--- config.mk ---
export PLATFORM = sky130hd
export DESIGN_NAME = tcp_internet_checksum
export DESIGN_NICKNAME = d
export VERILOG_FILES = /design/src/sv/tcpck_pkg.sv /design/src/sv/tcpck_in_stage.sv /design/src/sv/tcpck_accum.sv /design/src/sv/tcp_internet_checksum.sv
export SDC_FILE = /design/constraint.sdc
export NUM_CORES = 1
export LEC_CHECK = 0
export BUFFER_PORTS_ARGS = -buffer_cell sky130_fd_sc_hd__buf_2
export CORE_UTILIZATION = 25
export DETAILED_ROUTE_END_ITERATION = 10
export SLEW_MARGIN = 20
export SYNTH_ARGS = -nofsm -noshare
export SYNTH_HDL_FRONTEND = slang
export SYNTH_SLANG_ARGS = --single-unit
--- constraint.sdc ---
create_clock -name clk -period 20.7 [get_ports clk]
set_input_delay 0 -clock clk [delete_from_list [all_inputs] [get_ports clk]]
set_output_delay 0 -clock clk [all_outputs]
set_load 0.01 [all_outputs]
--- src/sv/tcpck_pkg.sv ---
// Shared types and ones' complement helpers for the TCP/Internet checksum block.
`timescale 1ns / 1ps
`default_nettype none

package tcpck_pkg;

    // Protocol number added into the TCP pseudo-header
    localparam logic [15:0] PROTO_TCP = 16'd6;

    // Sum kinds
    localparam logic KIND_PLAIN = 1'b0;
    localparam logic KIND_TCP   = 1'b1;

    // One message byte with its side information and precomputed start sum
    typedef struct packed {
        logic [7:0]  data_byte;
        logic        first_byte;
        logic        last_byte;
        logic        sum_kind;
        logic [15:0] start_sum;
    } tcpck_item_t;

    // Fold a sum of up to eight 16-bit words to 16 bits with end-around carry
    function automatic logic [15:0] fold16(input logic [18:0] s);
        logic [16:0] t;
        logic [16:0] r;
        t = {1'b0, s[15:0]} + {14'd0, s[18:16]};
        r = {1'b0, t[15:0]} + {16'd0, t[16]};
        return r[15:0];
    endfunction

endpackage

`default_nettype wire

--- src/sv/tcpck_in_stage.sv ---
// Input register: captures a request and its precomputed message start sum.
`timescale 1ns / 1ps
`default_nettype none

module tcpck_in_stage
    import tcpck_pkg::*;
(
    input  wire logic        clk,
    input  wire logic        rst_n,
    input  wire logic        s_axis_tvalid,
    output logic             s_axis_tready,
    input  wire logic [87:0] s_axis_tdata,  // data_byte, init_sum, src_addr, dst_addr
    input  wire logic        s_axis_tlast,  // last_byte
    input  wire logic [1:0]  s_axis_tuser,  // first_byte, sum_kind
    output logic             item_valid,
    input  wire logic        item_ready,
    output tcpck_item_t      item
);

    logic        valid_reg;
    tcpck_item_t item_reg;
    tcpck_item_t item_next;
    logic [31:0] src_addr;
    logic [31:0] dst_addr;
    logic [18:0] pseudo_total;
    logic [15:0] pseudo_sum;
    logic        take;

    assign src_addr = s_axis_tdata[55:24];
    assign dst_addr = s_axis_tdata[87:56];

    // Sum the pseudo-header words: addresses and protocol
    always_comb
    begin
        pseudo_total = {3'd0, src_addr[31:16]} + {3'd0, src_addr[15:0]}
                     + {3'd0, dst_addr[31:16]} + {3'd0, dst_addr[15:0]}
                     + {3'd0, PROTO_TCP};
        pseudo_sum   = fold16(pseudo_total);
    end

    // Pick the start value for the kind of message
    always_comb
    begin
        item_next.data_byte  = s_axis_tdata[7:0];
        item_next.first_byte = s_axis_tuser[0];
        item_next.last_byte  = s_axis_tlast;
        item_next.sum_kind   = s_axis_tuser[1];
        item_next.start_sum  = (s_axis_tuser[1] == KIND_TCP) ? pseudo_sum
                                                              : s_axis_tdata[23:8];
    end

    assign s_axis_tready = !valid_reg || item_ready;
    assign take          = s_axis_tvalid && s_axis_tready;

    // Hold the valid flag
    always_ff @(posedge clk or negedge rst_n)
    begin
        if (!rst_n)
        begin
            valid_reg <= 1'b0;
        end
        else if (s_axis_tready)
        begin
            valid_reg <= s_axis_tvalid;
        end
    end

    // Capture the request payload
    always_ff @(posedge clk)
    begin
        if (take)
        begin
            item_reg <= item_next;
        end
    end

    assign item_valid = valid_reg;
    assign item       = item_reg;

endmodule

`default_nettype wire

--- src/sv/tcpck_accum.sv ---
// Running ones' complement accumulator and result register.
`timescale 1ns / 1ps
`default_nettype none

module tcpck_accum
    import tcpck_pkg::*;
(
    input  wire logic        clk,
    input  wire logic        rst_n,
    input  wire logic        item_valid,
    output logic             item_ready,
    input  wire tcpck_item_t item,
    output logic             m_axis_tvalid,
    input  wire logic        m_axis_tready,
    output logic [31:0]      m_axis_tdata   // checksum, byte_count
);

    logic [15:0] sum_reg;
    logic [15:0] sum_next;
    logic [7:0]  held_reg;
    logic [7:0]  held_next;
    logic        odd_reg;
    logic        odd_next;
    logic [15:0] len_reg;
    logic [15:0] len_next;
    logic        kind_reg;
    logic        kind_next;
    logic        out_valid_reg;
    logic [15:0] checksum_reg;
    logic [15:0] checksum_next;
    logic [15:0] count_reg;

    logic        out_free;
    logic        consume;
    logic [15:0] base_sum;
    logic [7:0]  base_held;
    logic        base_odd;
    logic [15:0] base_len;
    logic [15:0] len_inc;
    logic [15:0] pair_word;
    logic [15:0] final_word;
    logic [15:0] len_term;
    logic [18:0] final_total;
    logic [15:0] final_sum;

    assign out_free   = !out_valid_reg || m_axis_tready;
    assign consume    = item_valid && (!item.last_byte || out_free);
    assign item_ready = !item.last_byte || out_free;

    // Start from the message opening state or the running state
    always_comb
    begin
        base_sum  = item.first_byte ? item.start_sum : sum_reg;
        base_held = item.first_byte ? 8'd0 : held_reg;
        base_odd  = item.first_byte ? 1'b0 : odd_reg;
        base_len  = item.first_byte ? 16'd0 : len_reg;
        kind_next = item.first_byte ? item.sum_kind : kind_reg;
        len_inc   = base_len + 16'd1;
        pair_word = {base_held, item.data_byte};
    end

    // Advance the running state by one byte, or clear it on the last byte
    always_comb
    begin
        if (item.last_byte)
        begin
            sum_next  = 16'd0;
            held_next = 8'd0;
            odd_next  = 1'b0;
            len_next  = 16'd0;
        end
        else if (base_odd)
        begin
            sum_next  = fold16({3'd0, base_sum} + {3'd0, pair_word});
            held_next = 8'd0;
            odd_next  = 1'b0;
            len_next  = len_inc;
        end
        else
        begin
            sum_next  = base_sum;
            held_next = item.data_byte;
            odd_next  = 1'b1;
            len_next  = len_inc;
        end
    end

    // Close the message: pending word, odd high byte, length for TCP
    always_comb
    begin
        final_word    = base_odd ? pair_word : {item.data_byte, 8'd0};
        len_term      = (kind_next == KIND_TCP) ? len_inc : 16'd0;
        final_total   = {3'd0, base_sum} + {3'd0, final_word} + {3'd0, len_term};
        final_sum     = fold16(final_total);
        checksum_next = (kind_next == KIND_TCP) ? ~final_sum : final_sum;
    end

    // Hold the message state
    always_ff @(posedge clk or negedge rst_n)
    begin
        if (!rst_n)
        begin
            sum_reg  <= 16'd0;
            held_reg <= 8'd0;
            odd_reg  <= 1'b0;
            len_reg  <= 16'd0;
            kind_reg <= KIND_PLAIN;
        end
        else if (consume)
        begin
            sum_reg  <= sum_next;
            held_reg <= held_next;
            odd_reg  <= odd_next;
            len_reg  <= len_next;
            kind_reg <= kind_next;
        end
    end

    // Hold the result until the downstream side takes it
    always_ff @(posedge clk or negedge rst_n)
    begin
        if (!rst_n)
        begin
            out_valid_reg <= 1'b0;
        end
        else if (consume && item.last_byte)
        begin
            out_valid_reg <= 1'b1;
        end
        else if (m_axis_tready)
        begin
            out_valid_reg <= 1'b0;
        end
    end

    always_ff @(posedge clk)
    begin
        if (consume && item.last_byte)
        begin
            checksum_reg <= checksum_next;
            count_reg    <= len_inc;
        end
    end

    assign m_axis_tvalid = out_valid_reg;
    assign m_axis_tdata  = {count_reg, checksum_reg};

`ifndef SYNTHESIS
    // A closed message leaves a cleared state
    a_clear_after_last: assert property (@(posedge clk) disable iff (!rst_n)
        consume && item.last_byte |=> len_reg == 16'd0 && odd_reg == 1'b0
                                      && sum_reg == 16'd0)
        else $error("message state not cleared after last byte");

    // An opening byte that does not close leaves one byte pending
    a_open_state: assert property (@(posedge clk) disable iff (!rst_n)
        consume && item.first_byte && !item.last_byte |=> len_reg == 16'd1 && odd_reg)
        else $error("opening byte left wrong state");

    // A middle byte advances the count and flips the phase
    a_mid_byte: assert property (@(posedge clk) disable iff (!rst_n)
        consume && !item.first_byte && !item.last_byte
        |=> len_reg == $past(len_reg) + 16'd1 && odd_reg != $past(odd_reg))
        else $error("byte count or phase did not advance");

    // A new result never overwrites one still waiting
    a_no_overwrite: assert property (@(posedge clk) disable iff (!rst_n)
        out_valid_reg && !m_axis_tready |-> !(consume && item.last_byte))
        else $error("result overwritten while stalled");
`endif

endmodule

`default_nettype wire

--- src/sv/tcp_internet_checksum.sv ---
// Top level of the byte-stream Internet checksum with optional TCP pseudo-header.
`timescale 1ns / 1ps
`default_nettype none

// Accepts one message byte per clock cycle, sustained while no last byte
// waits on a stalled result, and gives one result per message: the input
// register takes the last byte, and the accumulator then writes the result
// register once it is free. The rate is set by the accumulator loop: one
// 16-bit ones' complement add with end-around carry per byte. The first
// byte of a message (tuser bit 0) latches the sum kind (tuser bit 1) and
// the start value: init_sum for a plain sum, the pseudo-header (addresses
// and protocol 6) for TCP. The plain kind returns the folded sum; the TCP
// kind adds the byte count and returns the complement. A stalled result
// does not hold up bytes that close no message.
module tcp_internet_checksum
    import tcpck_pkg::*;
(
    input  wire logic        clk,
    input  wire logic        rst_n,
    input  wire logic        s_axis_tvalid,
    output logic             s_axis_tready,
    input  wire logic [87:0] s_axis_tdata,  // data_byte, init_sum, src_addr, dst_addr
    input  wire logic        s_axis_tlast,  // last_byte
    input  wire logic [1:0]  s_axis_tuser,  // first_byte, sum_kind
    output logic             m_axis_tvalid,
    input  wire logic        m_axis_tready,
    output logic [31:0]      m_axis_tdata   // checksum, byte_count
);

    logic        item_valid;
    logic        item_ready;
    tcpck_item_t item;

    // Register the request and its start sum
    tcpck_in_stage u_in_stage (
        .clk           (clk),
        .rst_n         (rst_n),
        .s_axis_tvalid (s_axis_tvalid),
        .s_axis_tready (s_axis_tready),
        .s_axis_tdata  (s_axis_tdata),
        .s_axis_tlast  (s_axis_tlast),
        .s_axis_tuser  (s_axis_tuser),
        .item_valid    (item_valid),
        .item_ready    (item_ready),
        .item          (item)
    );

    // Accumulate and produce results
    tcpck_accum u_accum (
        .clk           (clk),
        .rst_n         (rst_n),
        .item_valid    (item_valid),
        .item_ready    (item_ready),
        .item          (item),
        .m_axis_tvalid (m_axis_tvalid),
        .m_axis_tready (m_axis_tready),
        .m_axis_tdata  (m_axis_tdata)
    );

endmodule

`default_nettype wire
==> reports/summary.txt <==
WHS: 0.02040 ns
Arrival @ worst endpoint: 9.16 ns
placed cell areas: 11810 sq um
Async SR Flop Fraction: 42.72%
Clock Latency Late Sink: 0.36 ns
slowest CP cell: o41ai_1
clock power share: 12.0%
max FFs per register: 27
syn_area_per_cell: 9.080 sq um
fin nets: 1533
Final Util: 29.96%
vias per cell: 4.837
Post-Syn Nets: 1388
Seq pwr share: 21.4%
Post-CTS Hold Fix Bufs: 26
worst-case clock buffer depth: 2
Net Sw Power: 608.9 uW
count leader, synth: nand2_1
Die ar.: 42990 sq um
Layout Cells excl Fill: 1845
total negative slack: 0 ns
vias in the first global route: 8842
core area: 41200 sq um
synthesized flop and latch total: 103
Vias: 8925
met2 global-route usage: 21.11%
post-synth top area share: 16.81%
Root Buffer Master: clkbuf_16
Port Buffers: 128
FP Rows: 74
Setup WS pre-CTS: 11.68 ns
P per Cell Area: 108.3 nW/um^2
Post-CTS Setup Bufs: 0
I/O Pins: 129
placed cell count: 1801
top post-synthesis cells by count: 110 x nand2_1, 109 x ha_1, 102 x xnor2_1, 79 x nor2_1, 63 x inv_1
grt peak-use layer: met2
Starting DRT DRC Count: 501
CP Max Fanout: 54
grt ovf: 0
met3 Usage GRT: 2.269%
outcome: completed
Mapped Area: 10540 sq um
Top FF cell, synth: edfxtp_1
width of the chip: 207.3 um
slowest stage delay, CP: 0.55 ns
Synth area leader: edfxtp_1
CTS tree: done
unrepaired setup endpoints after global routing: no
Cell variety after synth: 85
VDD IR max: 0.05298 mV
register area share after synthesis: 27.25%
crit start category: flop
final hold viol count: 0
relative slew slack: 52.73%
CP Class: reg2reg
initial antenna violation count: 2
worst min-delay path class: in2reg
TritonCTS buffer count: 9
total chip power: 1.337 mW
Internal: 728.3 uW
Top delay family on crit path: compound AO/OA/AOI/OAI gates
worst path bufs/invs: 2
cell count after synthesis: 1161
Fmax achieved: 0.1106 GHz
Worst-path clk slew: 0.08 ns
Die Ht: 207.3 um
CTS sink count: 103
Routed wire per std cell: 14.42 um
Residual DRC: 0
post-route ant nets: 0
final wirelength: 26.61 mm
Post-CTS Resized: 0
P&R area growth vs syn: 17.12%
CP Capture Type: flop
Initial Utilization: 25.58%
largest net degree at the start of global routing: 55
Post-synth EDFFs: 59
router iterations before antenna repair: 7
crit share post-route: 43.67%
number of setup violations in the final report: 0
setup skew after layout: 0.01419 ns
switching share of power: 45.53%
Critical Path RT: 20.82 ns
Max-Cap Viols: 0
Worst Setup Slack, final: 11.66 ns
H-tree levels: 3
GRT Overall Usage: 12.33%
Slew Limit Fails: 0
final instance area: 12350 sq um
worst slew pin tran: 0.7083 ns
M1 GR Usage: 15.69%
min Tclk post-route: 9.040 ns
leak pwr: 5.395 nW
Logic pwr share: 66.6%
first-pass GRT wire length: 43.59 mm
share of post-route cells with drive strength above 1: 15.79%
Synth area leaders: edfxtp_1 17%, ha_1 13%, dfrtp_1 10%
synth warn: 0
final RePlAce weighted congestion: 0.8400
post-DP HPWL: 21.53 mm
-- final timing paths --
kind / start / to / slack (ns) / cells after the start
max: u_in_stage.item[18] / u_accum.checksum_reg[14] / 11.66 / 38
min: s_axis_tdata[11] / u_in_stage.item[3] / 0.02 / 3
max reg2reg: u_in_stage.item[18] / u_accum.checksum_reg[14] / 11.66 / 38
min reg2reg: u_accum.sum_reg[4] / u_accum.sum_reg[4] / 0.49 / 2
max in group asynchronous: rst_n / u_accum.sum_reg[12] / 20.10 / 2
min in group asynchronous: rst_n / u_accum.m_axis_tvalid / 0.20 / 2
-- kinds of logic after synthesis --
| logic type | Yosys count | share of synthesized area [%] |
|---|---|---|
| AND/OR/NAND/NOR | 378 | 18.18 |
| AO/OA/AOI/OAI | 275 | 17.94 |
| buffers and inverters | 90 | 3.240 |
| multiplexers | 28 | 2.979 |
| adder cells (fa/ha/maj) | 134 | 17.50 |
| XOR/XNOR | 153 | 12.91 |
| flip-flops | 103 | 27.25 |
-- power by group through the flow --
stage               registers, mW  logic [mW]  clock network [mW]
finish                      0.286       0.890               0.161
global route                0.289       0.991               0.171
CTS                         0.286       0.891               0.165
detailed placement          0.290       0.881                   0
global placement            0.290       0.865                   0
floorplan                   0.286       0.698                   0
-- routing by layer --
layer / wire, um / vias to the layer above
met5: 0 / -
met3: 1225 / 31
met1: 12490 / 4211
li1: - / 4470
met2: 12260 / 213
met4: 632 / 0
-- cells in the final DEF, fill, tap and decap left out, types with 26 or more instances in the layout --
cell type,Yosys,final
nand3_1,29,29
buf_2,3,127
edfxtp_1,59,59
xnor2_1,102,102
inv_1,63,63
nor2b_1,30,30
dfrtp_1,44,44
nor3_1,33,33
o21ai_0,54,54
a21o_1,26,26
nor2_1,79,77
nand2_1,110,110
dlygate4sd3_1,0,26
ha_1,109,109
xor2_1,49,49
a21oi_1,56,56
-- worst register-to-register path, delay by kind of cell, from the launching register on --
kind	cells	cell delay (ns)
DFF	1	0.32
and+or+nand+nor	11	2.40
buffers and inverters	2	0.65
xor gates and xnor gates	3	0.41
AOI/OAI and AO/OA	15	3.00
muxes	1	0.55
adders and majority gates	6	1.46
-- cell type report --
cell class | instances | area, sq um
clock buffer | 9 | 225.2
sequential | 103 | 2873
clock inverter | 7 | 40.04
timing repair buffer | 161 | 955.9
multi-input combinational | 968 | 7345
antenna | 2 | 5.005
inverter | 63 | 236.5
fill | 4372 | 28860
tap | 532 | 665.6
Power figures use the tool's default switching activity.
